===== config.mk =====
export PLATFORM = sky130hd
export DESIGN_NAME = cassette_record_resampler
export DESIGN_NICKNAME = d
export VERILOG_FILES = /design/src/design/crr_pkg.sv /design/src/design/crr_ctrl.sv /design/src/design/crr_dp.sv /design/src/design/cassette_record_resampler.sv
export SDC_FILE = /design/constraint.sdc
export NUM_CORES = 1
export LEC_CHECK = 0
export BUFFER_PORTS_ARGS = -buffer_cell sky130_fd_sc_hd__clkbuf_2
export CAP_MARGIN = 20
export CORE_MARGIN = 2
export CORE_UTILIZATION = 50
export DETAILED_ROUTE_END_ITERATION = 10
export GPL_TIMING_DRIVEN = 0
export PLACE_DENSITY = 0.66
export SLEW_MARGIN = 5
export SYNTH_ARGS = -nofsm -noshare
export SYNTH_HDL_FRONTEND = slang
export SYNTH_SLANG_ARGS = --single-unit

===== constraint.sdc =====
create_clock -name i_clk -period 6.9 [get_ports i_clk]
set_input_delay 1.38 -clock i_clk [delete_from_list [all_inputs] [get_ports i_clk]]
set_output_delay 1.38 -clock i_clk [all_outputs]
set_load 0.05 [all_outputs]

===== src/design/crr_pkg.sv =====
// Shared constants and controller/datapath interface types for the record resampler.
package crr_pkg;

    // Default fixed-point layout and run limits
    localparam int FRAC_BITS_DEF   = 16;
    localparam int MAX_SAMPLES_DEF = 64;

    // Fixed field widths of the streams
    localparam int ELAPSED_W = 22;
    localparam int KIND_W    = 2;
    localparam int SAMPLE_W  = 8;
    localparam int IN_DATA_W = 24;

    // Item kinds
    localparam logic [KIND_W-1:0] KIND_ADVANCE = 2'd0;
    localparam logic [KIND_W-1:0] KIND_START   = 2'd1;
    localparam logic [KIND_W-1:0] KIND_STOP    = 2'd2;

    // Commands from the controller
    typedef struct packed {
        logic load;    // latch the input word
        logic check;   // apply elapsed time to the open interval
        logic prep;    // feed a new filter input
        logic emit;    // produce one sample and decay the filter
        logic run2;    // current run is the whole-interval run
        logic finish;  // apply the item kind
    } t_cmd;

    // Status back to the controller
    typedef struct packed {
        logic active;   // recording, and tape rolling or motor control off
        logic closes;   // elapsed time closes the open interval
        logic more;     // whole intervals follow the first one
        logic stall;    // output register busy
        logic run_end;  // current sample ends its run
    } t_status;

endpackage


===== src/design/crr_ctrl.sv =====
// Sequencing state machine of the record resampler.
module crr_ctrl (
    input  logic             i_clk,
    input  logic             i_rst_n,
    input  logic             i_s_axis_tvalid,
    output logic             o_s_axis_tready,
    input  crr_pkg::t_status i_status,
    output crr_pkg::t_cmd    o_cmd
);

    localparam logic [2:0] S_IDLE   = 3'd0;
    localparam logic [2:0] S_CHECK  = 3'd1;
    localparam logic [2:0] S_PREP1  = 3'd2;
    localparam logic [2:0] S_EMIT1  = 3'd3;
    localparam logic [2:0] S_PREP2  = 3'd4;
    localparam logic [2:0] S_EMIT2  = 3'd5;
    localparam logic [2:0] S_FINISH = 3'd6;

    logic [2:0] r_state;
    logic [2:0] n_state;

    assign o_s_axis_tready = (r_state == S_IDLE);

    // Decode commands and next state
    always_comb begin
        n_state = r_state;
        o_cmd   = '0;
        unique case (r_state)
            S_IDLE: begin
                if (i_s_axis_tvalid) begin
                    o_cmd.load = 1'b1;
                    n_state    = S_CHECK;
                end
            end
            S_CHECK: begin
                o_cmd.check = 1'b1;
                n_state = (i_status.active && i_status.closes) ? S_PREP1 : S_FINISH;
            end
            S_PREP1: begin
                o_cmd.prep = 1'b1;
                n_state    = S_EMIT1;
            end
            S_EMIT1: begin
                o_cmd.emit = 1'b1;
                if (!i_status.stall) begin
                    n_state = i_status.more ? S_PREP2 : S_FINISH;
                end
            end
            S_PREP2: begin
                o_cmd.prep = 1'b1;
                o_cmd.run2 = 1'b1;
                n_state    = S_EMIT2;
            end
            S_EMIT2: begin
                o_cmd.emit = 1'b1;
                o_cmd.run2 = 1'b1;
                if (!i_status.stall && i_status.run_end) begin
                    n_state = S_FINISH;
                end
            end
            S_FINISH: begin
                o_cmd.finish = 1'b1;
                n_state      = S_IDLE;
            end
            default: begin
                n_state = S_IDLE;
            end
        endcase
    end

    // Advance state
    always_ff @(posedge i_clk) begin
        if (!i_rst_n) begin
            r_state <= S_IDLE;
        end else begin
            r_state <= n_state;
        end
    end

endmodule


===== src/design/crr_dp.sv =====
// Datapath of the record resampler: interval fill, DC-blocking filter and output register.
module crr_dp #(
    parameter int FRAC_BITS   = crr_pkg::FRAC_BITS_DEF,
    parameter int MAX_SAMPLES = crr_pkg::MAX_SAMPLES_DEF
) (
    input  logic                          i_clk,
    input  logic                          i_rst_n,
    input  logic                          i_cfg_valid,
    input  logic                          i_cfg_data,
    input  logic [crr_pkg::IN_DATA_W-1:0] i_s_axis_tdata,
    input  logic [crr_pkg::KIND_W-1:0]    i_s_axis_tuser,
    output logic                          o_m_axis_tvalid,
    input  logic                          i_m_axis_tready,
    output logic [crr_pkg::SAMPLE_W-1:0]  o_m_axis_tdata,
    output logic                          o_m_axis_tlast,
    input  crr_pkg::t_cmd                 i_cmd,
    output crr_pkg::t_status              o_status
);

    localparam int EW   = crr_pkg::ELAPSED_W;
    localparam int ETW  = (FRAC_BITS + 1 > EW) ? FRAC_BITS + 1 : EW;
    localparam int CW   = ETW - FRAC_BITS;
    localparam int SW   = FRAC_BITS + 8;   // interval sums and filter inputs
    localparam int YW   = FRAC_BITS + 10;  // filter state
    localparam int EMW  = $clog2(MAX_SAMPLES + 1);

    localparam logic [FRAC_BITS:0]     ONE   = {1'b1, {FRAC_BITS{1'b0}}};
    localparam logic signed [YW:0]     LIM_P = {2'b00, {(YW-1){1'b1}}};
    localparam logic signed [YW:0]     LIM_N = -LIM_P;
    localparam logic signed [YW-1:0]   RND_Q = {{(YW-FRAC_BITS){1'b0}}, {FRAC_BITS{1'b1}}};
    localparam logic signed [YW+7:0]   RND_D = (YW+8)'(255);
    localparam logic [EMW-1:0]         CAP   = EMW'(MAX_SAMPLES);
    localparam logic [EMW-1:0]         CAP_M1 = EMW'(MAX_SAMPLES - 1);

    // Level amplitude (+/-60) times a time span
    function automatic logic signed [SW-1:0] f_amp(input logic lvl,
                                                   input logic [FRAC_BITS:0] v);
        logic [FRAC_BITS+6:0] m;
        m = {v, 6'b0} - {2'b00, v, 2'b0};
        return lvl ? $signed({1'b0, m}) : -$signed({1'b0, m});
    endfunction

    // Configuration and item registers
    logic                        r_mc;
    logic [crr_pkg::KIND_W-1:0]  r_kind;
    logic [EW-1:0]               r_e;
    logic                        r_lvl_in;
    logic                        r_mot_in;

    // Block state
    logic                        r_rec;
    logic                        r_lvl;
    logic                        r_mot;
    logic [FRAC_BITS-1:0]        r_ff;
    logic signed [SW-1:0]        r_fs;
    logic signed [SW-1:0]        r_xp;
    logic signed [YW-1:0]        r_y;

    // Run registers
    logic signed [SW-1:0]        r_x;
    logic [CW-1:0]               r_cnt;
    logic [CW-1:0]               r_n;
    logic [EMW-1:0]              r_emit_cnt;

    // Output register
    logic                        r_ovalid;
    logic [crr_pkg::SAMPLE_W-1:0] r_odata;
    logic                        r_olast;

    // Interval arithmetic
    logic [FRAC_BITS:0]          rest;
    logic [ETW-1:0]              e_x;
    logic [ETW-1:0]              rest_x;
    logic [ETW-1:0]              e2;
    logic                        closes;
    logic                        active;
    logic [FRAC_BITS-1:0]        e_lo;

    assign rest   = ONE - {1'b0, r_ff};
    assign e_x    = ETW'(r_e);
    assign rest_x = ETW'(rest);
    assign closes = (rest_x <= e_x);
    assign e2     = e_x - rest_x;
    assign e_lo   = e_x[FRAC_BITS-1:0];
    assign active = r_rec && (r_mot || !r_mc);

    // Filter input update with saturation
    logic signed [SW-1:0]  x_sel;
    logic signed [YW:0]    sx;
    logic signed [YW-1:0]  n_y_sat;

    assign x_sel = i_cmd.run2 ? f_amp(r_lvl, ONE) : r_x;
    assign sx    = (YW+1)'(r_y) + (YW+1)'(x_sel) - (YW+1)'(r_xp);

    always_comb begin
        if (sx > LIM_P) begin
            n_y_sat = LIM_P[YW-1:0];
        end else if (sx < LIM_N) begin
            n_y_sat = LIM_N[YW-1:0];
        end else begin
            n_y_sat = sx[YW-1:0];
        end
    end

    // Sample value: truncate toward zero, offset, clamp
    logic signed [YW-1:0]               yr;
    logic signed [YW-FRAC_BITS:0]       sv;
    logic [crr_pkg::SAMPLE_W-1:0]       n_sample;

    assign yr = r_y[YW-1] ? r_y + RND_Q : r_y;
    assign sv = $signed({yr[YW-1], yr[YW-1:FRAC_BITS]}) + (YW-FRAC_BITS+1)'(128);

    always_comb begin
        if (sv[YW-FRAC_BITS]) begin
            n_sample = '0;
        end else if (sv > (YW-FRAC_BITS+1)'(255)) begin
            n_sample = '1;
        end else begin
            n_sample = sv[crr_pkg::SAMPLE_W-1:0];
        end
    end

    // Decay by 252/256, toward zero
    logic signed [YW+7:0] dp;
    logic signed [YW+7:0] dr;
    logic signed [YW-1:0] n_y_dec;

    assign dp      = $signed({r_y, 8'b0}) - $signed({{6{r_y[YW-1]}}, r_y, 2'b0});
    assign dr      = dp[YW+7] ? dp + RND_D : dp;
    assign n_y_dec = dr[YW+7:8];

    // Emission control
    logic cap;
    logic stall;
    logic fire;
    logic last;

    assign cap   = (r_emit_cnt == CAP);
    assign stall = !cap && r_ovalid && !i_m_axis_tready;
    assign fire  = i_cmd.emit && !stall;
    assign last  = (i_cmd.run2 ? (r_n == CW'(1)) : (r_cnt == '0)) || (r_emit_cnt == CAP_M1);

    assign o_status.active  = active;
    assign o_status.closes  = closes;
    assign o_status.more    = (r_cnt != '0);
    assign o_status.stall   = stall;
    assign o_status.run_end = (r_n == CW'(1));

    // Configuration register
    always_ff @(posedge i_clk) begin
        if (!i_rst_n) begin
            r_mc <= 1'b1;
        end else if (i_cfg_valid) begin
            r_mc <= i_cfg_data;
        end
    end

    // Latch the input word
    always_ff @(posedge i_clk) begin
        if (i_cmd.load) begin
            r_kind   <= i_s_axis_tuser;
            r_e      <= i_s_axis_tdata[EW-1:0];
            r_lvl_in <= i_s_axis_tdata[EW];
            r_mot_in <= i_s_axis_tdata[EW+1];
        end
    end

    // Fill, filter and kind handling
    always_ff @(posedge i_clk) begin
        if (!i_rst_n) begin
            r_rec      <= 1'b0;
            r_lvl      <= 1'b0;
            r_mot      <= 1'b0;
            r_ff       <= '0;
            r_fs       <= '0;
            r_xp       <= '0;
            r_y        <= '0;
            r_x        <= '0;
            r_cnt      <= '0;
            r_n        <= '0;
            r_emit_cnt <= '0;
        end else begin
            if (i_cmd.load) begin
                r_emit_cnt <= '0;
            end
            if (i_cmd.check && active) begin
                if (closes) begin
                    r_x   <= r_fs + f_amp(r_lvl, rest);
                    r_cnt <= e2[ETW-1:FRAC_BITS];
                    r_ff  <= e2[FRAC_BITS-1:0];
                    r_fs  <= f_amp(r_lvl, {1'b0, e2[FRAC_BITS-1:0]});
                end else begin
                    r_ff  <= r_ff + e_lo;
                    r_fs  <= r_fs + f_amp(r_lvl, {1'b0, e_lo});
                end
            end
            if (i_cmd.prep) begin
                r_y  <= n_y_sat;
                r_xp <= x_sel;
                r_n  <= i_cmd.run2 ? r_cnt : CW'(1);
            end
            if (fire) begin
                r_y <= n_y_dec;
                r_n <= r_n - CW'(1);
                if (!cap) begin
                    r_emit_cnt <= r_emit_cnt + EMW'(1);
                end
            end
            if (i_cmd.finish) begin
                unique case (r_kind)
                    crr_pkg::KIND_ADVANCE: begin
                        r_lvl <= r_lvl_in;
                        r_mot <= r_mot_in;
                    end
                    crr_pkg::KIND_START: begin
                        r_rec <= 1'b1;
                        r_ff  <= '0;
                        r_fs  <= '0;
                        r_xp  <= f_amp(r_lvl, ONE);
                        r_y   <= '0;
                    end
                    crr_pkg::KIND_STOP: begin
                        r_rec <= 1'b0;
                    end
                    default: begin
                    end
                endcase
            end
        end
    end

    // Output register: load a word when free, drop it when taken
    always_ff @(posedge i_clk) begin
        if (!i_rst_n) begin
            r_ovalid <= 1'b0;
        end else if (fire && !cap) begin
            r_ovalid <= 1'b1;
        end else if (i_m_axis_tready) begin
            r_ovalid <= 1'b0;
        end
    end

    always_ff @(posedge i_clk) begin
        if (fire && !cap) begin
            r_odata <= n_sample;
            r_olast <= last;
        end
    end

    assign o_m_axis_tvalid = r_ovalid;
    assign o_m_axis_tdata  = r_odata;
    assign o_m_axis_tlast  = r_olast;

endmodule


===== src/design/cassette_record_resampler.sv =====
// Cassette record resampler: 1-bit tape level in, 8-bit unsigned samples out.
//
// Input stream (s_axis): one word per event. tuser carries the kind (advance,
// start recording, stop recording); tdata carries elapsed time in
// 1/2^FRAC_BITS sample units, the new level and the new motor state.
// Output stream (m_axis): one word per sample, tdata = sample (128 is zero),
// tlast marks the final sample caused by an input word.
// Config channel: one bit, motor_control; always ready, write it only while
// the block is idle.
// Timing: an input word is taken only in the idle state. A word that closes
// no interval goes from check to finish; one that closes intervals adds a
// prep and an emit step for the first interval and, when whole intervals follow,
// a second prep step and an emit step per remaining sample. The per-sample filter
// step is the limiting loop. The first sample enters the output register in the first emit step.
// Receiver stall: the single output register holds its word and the sample
// sequencer waits until it is taken; no samples are lost.
// Reset: synchronous, active low; recording stops, the filter and interval
// state clear and motor_control returns to 1.
module cassette_record_resampler #(
    parameter int FRAC_BITS   = crr_pkg::FRAC_BITS_DEF,
    parameter int MAX_SAMPLES = crr_pkg::MAX_SAMPLES_DEF
) (
    input  logic                          i_clk,
    input  logic                          i_rst_n,
    // Configuration: motor_control
    input  logic                          i_cfg_valid,
    output logic                          o_cfg_ready,
    input  logic                          i_cfg_data,
    // Input stream
    input  logic                          i_s_axis_tvalid,
    output logic                          o_s_axis_tready,
    input  logic [crr_pkg::IN_DATA_W-1:0] i_s_axis_tdata,  // elapsed[21:0], level, motor_on
    input  logic [crr_pkg::KIND_W-1:0]    i_s_axis_tuser,  // kind
    // Output stream
    output logic                          o_m_axis_tvalid,
    input  logic                          i_m_axis_tready,
    output logic [crr_pkg::SAMPLE_W-1:0]  o_m_axis_tdata,  // sample
    output logic                          o_m_axis_tlast
);

    crr_pkg::t_cmd    cmd;
    crr_pkg::t_status status;

    assign o_cfg_ready = 1'b1;

    crr_ctrl u_ctrl (
        .i_clk           (i_clk),
        .i_rst_n         (i_rst_n),
        .i_s_axis_tvalid (i_s_axis_tvalid),
        .o_s_axis_tready (o_s_axis_tready),
        .i_status        (status),
        .o_cmd           (cmd)
    );

    crr_dp #(
        .FRAC_BITS   (FRAC_BITS),
        .MAX_SAMPLES (MAX_SAMPLES)
    ) u_dp (
        .i_clk           (i_clk),
        .i_rst_n         (i_rst_n),
        .i_cfg_valid     (i_cfg_valid),
        .i_cfg_data      (i_cfg_data),
        .i_s_axis_tdata  (i_s_axis_tdata),
        .i_s_axis_tuser  (i_s_axis_tuser),
        .o_m_axis_tvalid (o_m_axis_tvalid),
        .i_m_axis_tready (i_m_axis_tready),
        .o_m_axis_tdata  (o_m_axis_tdata),
        .o_m_axis_tlast  (o_m_axis_tlast),
        .i_cmd           (cmd),
        .o_status        (status)
    );

endmodule

# Yosys cells after proc, flatten, opt, wreduce, memory -nomap -nowiden
# Index checks and enable logic that the tools add are counted.
word_totals:
  reg_bits: 176
  in_bits: 32
  output_inout_bits: 12
op_classes:
  add_sub_neg: 19
  n_lt_le_gt_ge: 4
  n_eq_ne: 14
  n_mux: 48
  n_reduce_logical: 28
ops:
  columns: ["cell", "n"]
  rows:
  - ["24-bit 2-to-1 mux", 12]
  - ["26-bit 2-to-1 mux", 7]
  - ["23-bit negation with 24-bit output", 3]
  - ["16-bit 2-to-1 mux", 4]
  - ["24-bit adder", 2]
  - ["22-bit by 18-bit subtractor with 23-bit output", 2]
  - ["34-bit by 9-bit adder with 34-bit output (second input constant)", 1]
  - ["34-bit 2-to-1 mux", 1]
  - ["34-bit by 28-bit subtractor with 34-bit output", 1]
  - ["26-bit by 24-bit adder with 27-bit output", 1]
  - ["27-bit by 26-bit greater-than comparator with 1-bit output (second input constant)", 1]
  - ["27-bit by 26-bit less-than comparator with 1-bit output (second input constant)", 1]
  - ["27-bit by 24-bit subtractor with 27-bit output", 1]
  - ["26-bit by 17-bit adder with 26-bit output (second input constant)", 1]
  - ["23-bit by 19-bit subtractor with 23-bit output", 1]
  - ["17-bit by 22-bit <= comparator with 1-bit output", 1]
  - ["22-bit by 17-bit subtractor with 22-bit output", 1]
  - ["7-bit 2-to-1 mux", 3]
  - ["6-bit 2-to-1 mux", 3]
  - ["3-bit one-hot mux with 6 select lines", 1]
  - ["17-bit by 16-bit subtractor with 17-bit output (first input constant)", 1]
  - ["16-bit adder", 1]
  - ["3-bit 2-to-1 mux", 4]
  - ["10-bit by 9-bit adder with 11-bit output (second input constant)", 1]
  - ["other kinds (28)", 58]

# Longest topological paths before layout
logic_depth:
  word_depth: 13
  depth_mapped: 29
  depth_no_buf: 26

# Modules after synthesis
# From an unflattened synthesis, not the netlist that was laid out.
unflattened:
  cells_unflattened: 2683
  hier_area_um2: 20305.7
modules_own_cells:
  columns: ["module", "instances", "cells_per_inst", "area_per_inst_um2"]
  rows:
  - ["crr_dp", 1, 2650, 20031.7]
  - ["crr_ctrl", 1, 31, 262.8]
  - ["cassette_record_resampler", 1, 2, 11.3]

# Worst setup path before layout
# Ideal clock, no wire load.
synth_timing:
  path_kind: "reg-to-reg"
  startpoint: "reg u_dp.r_ff[0]"
  endpoint: "reg u_dp.r_fs[18]"
  setup_ps: 75
  t_arrival_ps: 6049
  required_time_ps: 6825
  setup_slack_ps: 776
  path_stages_with_launch: 28
  cell_sequence: "dfxtp_1 buf_2 clkbuf_1 inv_1 ha_1 clkbuf_1 inv_1 ha_1 nor2b_1 a211o_1 o2111a_1 o32ai_1 nor2_1 a221oi_1 and3_4 inv_2 ha_1 a21oi_1 nand3_1 a31o_2 o211ai_2 o22ai_1 nor2b_1 or4_4 o31ai_2 xnor2_1 nand2_1 a31oi_1"
synth_between:
  elab_chain_cells: 9
  word_cells_on_any_way: 10
  cone_classes: "add/sub (4); order compare (1); mux (5)"
synth_lines:
  columns: ["element", "line_no", "rtl"]
  rows:
  - ["start: declaration", "crr_dp.sv:54", "logic [FRAC_BITS-1:0] r_ff;"]
  - ["start signal: assignment", "crr_dp.sv:190", "r_ff <= e2[FRAC_BITS-1:0];"]
  - ["start signal: assignment", "crr_dp.sv:193", "r_ff <= r_ff + e_lo;"]
  - ["17-bit by 16-bit subtractor with 17-bit output *", "crr_dp.sv:79", "assign rest = ONE - {1'b0, r_ff};"]
  - ["22-bit by 17-bit subtractor with 22-bit output", "crr_dp.sv:83", "assign e2 = e_x - rest_x;"]
  - ["22-bit by 18-bit subtractor with 23-bit output", "crr_dp.sv:39", "m = {v, 6'b0} - {2'b00, v, 2'b0};"]
  - ["23-bit negation with 24-bit output", "crr_dp.sv:40", "return lvl ? $signed({1'b0, m}) : -$signed({1'b0, m});"]
  - ["24-bit 2-to-1 mux", "crr_dp.sv:40", null]
  - ["24-bit 2-to-1 mux *", "crr_dp.sv:187", "if (closes) begin"]
  - ["24-bit 2-to-1 mux *", "crr_dp.sv:186", "if (i_cmd.check && active) begin"]
  - ["24-bit 2-to-1 mux", "crr_dp.sv:210", "unique case (r_kind)"]
  - ["24-bit 2-to-1 mux *", "crr_dp.sv:209", "if (i_cmd.finish) begin"]
  - ["end signal: assignment", "crr_dp.sv:191", "r_fs <= f_amp(r_lvl, {1'b0, e2[FRAC_BITS-1:0]});"]
  - ["end signal: assignment", "crr_dp.sv:194", "r_fs <= r_fs + f_amp(r_lvl, {1'b0, e_lo});"]
  - ["end: declaration", "crr_dp.sv:55", "logic signed [SW-1:0] r_fs;"]
# Mark *: on every way between the ends. The rest lies on a longest branch, timed or not.
# A chain may end at the register's enable or synchronous reset.

# Worst setup path after layout
layout_timing:
  startpoint: "reg u_dp.r_ff[0]"
  endpoint: "reg u_dp.r_fs[21]"
# Same word-level chain as after synthesis.

==> results.json <==
{
  "grt_pass1_wl_um": 99500,
  "critical_path.max_stage_delay_ns": 0.58,
  "synth.distinct_cells": 108,
  "ctsLongestPathBuffers": 2,
  "fmax_ghz": 0.150,
  "worstSkewPairLatency_ns": 0.48,
  "grt-ovfl-total": 0,
  "drt-initial-drc-count": 1547,
  "grt_pass1_vias": 18700,
  "p_int_w": 0.00444,
  "wl_um": 63000,
  "synth_common_cells": "nand2_1, a21oi_1, nor2_1",
  "grtUsageTotal": 0.310,
  "netlist_area_um2": 19400,
  "die-area_um2": 40400,
  "synth_top_area_cell": "dfxtp_1",
  "synth_top_flop_cell": "dfxtp_1",
  "syn_inst": 2567,
  "cp-end-kind": "flip-flop",
  "hpwlAfterDp_um": 50400,
  "worst_clock_skew_ns": 0.0131,
  "yosys_warnings": 0,
  "cp_max_fo": 18,
  "drv_cap": 0,
  "route.detailed.drc": 0,
  "synth-edff-count": 35,
  "path_class": "reg2reg",
  "layout_setup_ws_ns": 0.235,
  "clkSinkCount": 176,
  "fin_crit_sh": 0.966,
  "initial_core_util": 0.505,
  "synth_area_leaders": "dfxtp_1, ha_1, xnor2_1",
  "ys_seq_elements": 176,
  "htree_levels": 4,
  "hold_violations": 0,
  "cp_slowest_cell": "o41ai_4",
  "antenna_found_initial": 1,
  "final.fill_count": 3680,
  "final_nets": 2854,
  "async_flop_share": 0,
  "die_w_um": 201,
  "slew-limit-headroom": 0.266,
  "clkSlewWorstSetupHoldPaths_ns": 0.08,
  "path_buf_inv": 3,
  "status": "complete, no violations",
  "grt_max_degree": 19,
  "io_buffers": 42,
  "tightestPinTransition_ns": 1.10,
  "comb_power_share": 0.738,
  "avgSynthCellArea_um2": 7.56,
  "finalCriticalPeriod_ns": 6.66,
  "antenna-diode-count": 0,
  "hp-class": "reg2reg",
  "cp_data_required_time_ns": 7.23,
  "synth_top_area_frac": 0.145,
  "synth_nets": 2787,
  "fp.dieH_um": 201,
  "vias_per_cell": 6.04,
  "seq_area_frac_synth": 0.200,
  "ir_drop_uv": 227,
  "cts_inserted_buffers": 17,
  "utilization": 0.551,
  "switchingPower_w": 0.00480,
  "power_density_nw_per_um2": 436,
  "pwr-share-clk": 0.113,
  "core_um2": 38500,
  "yosysMostFrequentCell": "nand2_1",
  "pin_count": 44,
  "critical-path-top-delay-family": "compound AO/OA/AOI/OAI gates",
  "arrival_ns": 7.00,
  "ant_nets": 0,
  "cts_root_buffer": "clkbuf_16",
  "cts_tree": "built",
  "via_count": 19100,
  "report.final.slew_viol_count": 0,
  "swShare": 0.519,
  "synthToLayoutAreaGrowth_pct": 9.20,
  "gp_congestion": 0.978,
  "rsz0062_at_grt": "no",
  "power_frac_seq": 0.148,
  "drive_gt1_frac": 0.0676,
  "firstDrtPassIters": 7,
  "wl_per_cell_um": 19.9,
  "p_leak_nw": 8.87,
  "num_rows": 72,
  "post-place-ws_ns": -0.799,
  "path_cells": "buf_6 > inv_1 > ha_2 > fa_1 > inv_1 > maj3_1 > maj3_1 > a211o_1 > a2111o_1 > nand3_1 > nor2_1 > xor2_1 > ha_1 > a21oi_1 > nand3_1 > a31o_2 > o211ai_2 > o41ai_4 > a21oi_1 > o21a_1 > mux2i_2 > nand4_1 > a21bo_1 > a211oi_2",
  "startpoint_type": "flip-flop",
  "finalSetupViolations": 0
}
power groups by stage:
| stage | Combinational [W] | Clock (W) | Sequential (W) |
|---|---|---|---|
| 4_1_cts | 0.00662 | 0.00107 | 0.00137 |
| 3_3_place_gp | 0.00642 | 0 | 0.00139 |
| 5_1_grt | 0.00753 | 0.00110 | 0.00139 |
| 6_report | 0.00683 | 0.00105 | 0.00137 |
| 2_1_floorplan | 0.00513 | 0 | 0.00136 |
| 3_5_place_dp | 0.00656 | 0 | 0.00139 |
layout make-up:
type / count / area (um^2) / area share
multi-input cells: 2098 / 14600 / 0.689
clock buffers: 19 / 464 / 0.0219
clock inverters: 13 / 164 / 0.00773
flip-flops and latches: 176 / 3870 / 0.183
well taps: 518 / 648 / 0.0306
plain buffers: 97 / 418 / 0.0197
inverters: 195 / 732 / 0.0345
repair buffers: 49 / 298 / 0.0140
state kept, by name, summed over array words and instances (netlist names), 6 cells and up:
| register | count |
|---|---|
| u_dp.r_y | 26 |
| u_dp.r_fs | 24 |
| u_dp.r_x | 24 |
| u_dp.r_xp | 24 |
| u_dp.e_x | 22 |
| u_dp.r_ff | 16 |
| u_dp.o_m_axis_tdata | 8 |
| u_dp.r_emit_cnt | 7 |
| u_dp.r_cnt | 6 |
| u_dp.r_n | 6 |
worst register-to-register path: stages, from the launching register on:
cell and delay (ns):
dfxtp_1 0.45, buf_6 0.21, inv_1 0.11, ha_2 0.41
fa_1 0.24, inv_1 0.06, maj3_1 0.34, maj3_1 0.49
a211o_1 0.37, a2111o_1 0.34, nand3_1 0.32, nor2_1 0.11
xor2_1 0.50, ha_1 0.27, a21oi_1 0.13, nand3_1 0.12
a31o_2 0.12, o211ai_2 0.13, o41ai_4 0.58, a21oi_1 0.15
o21a_1 0.21, mux2i_2 0.29, nand4_1 0.24, a21bo_1 0.26
a211oi_2 0.06
per-layer routing:
| metal | part of all wire | track usage | up-vias |
|---|---|---|---|
| met4 | 0.059 | 0.171 | 0 |
| li1 | - | - | 9368 |
| met3 | 0.058 | 0.0500 | 191 |
| met5 | 0 | 0 | - |
| met2 | 0.48 | 0.547 | 658 |
| met1 | 0.40 | 0.358 | 8915 |
cell usage in the layout (no fill, tap or decap), drive strengths merged, types with 12 or more instances in the layout:
cell type and count:
a21o 45, ha 158, and3 34, xor2 82, nand4 20, a211oi 40, o21ai 129, o31ai 16
a21boi 18, nand2b 35, inv 200, nor3 81, dfxtp 141, nor2 207, nand3 65, and2 17
nand2 256, edfxtp 35, buf 25, nor4 19, clkbuf 139, a21oi 247, xnor2 185, a22oi 21
a31oi 41, o21bai 32, fa 30, or4 12, or3 26, o22ai 24, o211ai 30, nor2b 26
mux2i 16
through the flow:
stage                     instances  hold slack (ns)  cell area, um^2  total power, W  TNS [ns]
after floorplan                2567            0.427            19400         0.00649         0
after global placement         3127            0.435            20300         0.00781    -10.60
after detailed placement       3131            0.443            20300         0.00795     -7.46
after CTS                      3162            0.452            21000         0.00905         0
after global routing           3165            0.473            21200          0.0100         0
final                          3165            0.452            21200         0.00925         0
repair_timing:
action                                  4_1_cts  5_1_grt
resized for setup                             6       47
hold buffers                                  0        0
pin swaps                                     0        1
endpoints found under the setup margin       30       71
setup buffers                                 0        2
final timing paths:
kind	start	endpoint	slack, ns	cells past startpoint
setup / recovery	u_dp.r_ff[0]$_SDFF_PN0_	u_dp.r_fs[21]$_SDFF_PN0_	0.24	24
hold / removal	u_dp.r_x[18]$_SDFFE_PN0P_	u_dp.r_x[18]$_SDFFE_PN0P_	0.45	2
setup reg to reg	u_dp.r_ff[0]$_SDFF_PN0_	u_dp.r_fs[21]$_SDFF_PN0_	0.24	24
hold reg to reg	u_dp.r_x[18]$_SDFFE_PN0P_	u_dp.r_x[18]$_SDFFE_PN0P_	0.45	2
cell families after synthesis:
group	count (synthesis)	synth area share
AND/OR/NAND/NOR	839	0.209
AO/OA/AOI/OAI	771	0.258
buffers and inverters	293	0.0587
XOR/XNOR	271	0.126
adder cells (fa/ha/maj)	197	0.137
flip-flops	176	0.200
multiplexers	19	0.0104
other	1	0.000193
No activity file was read; power rests on OpenSTA's default activity.
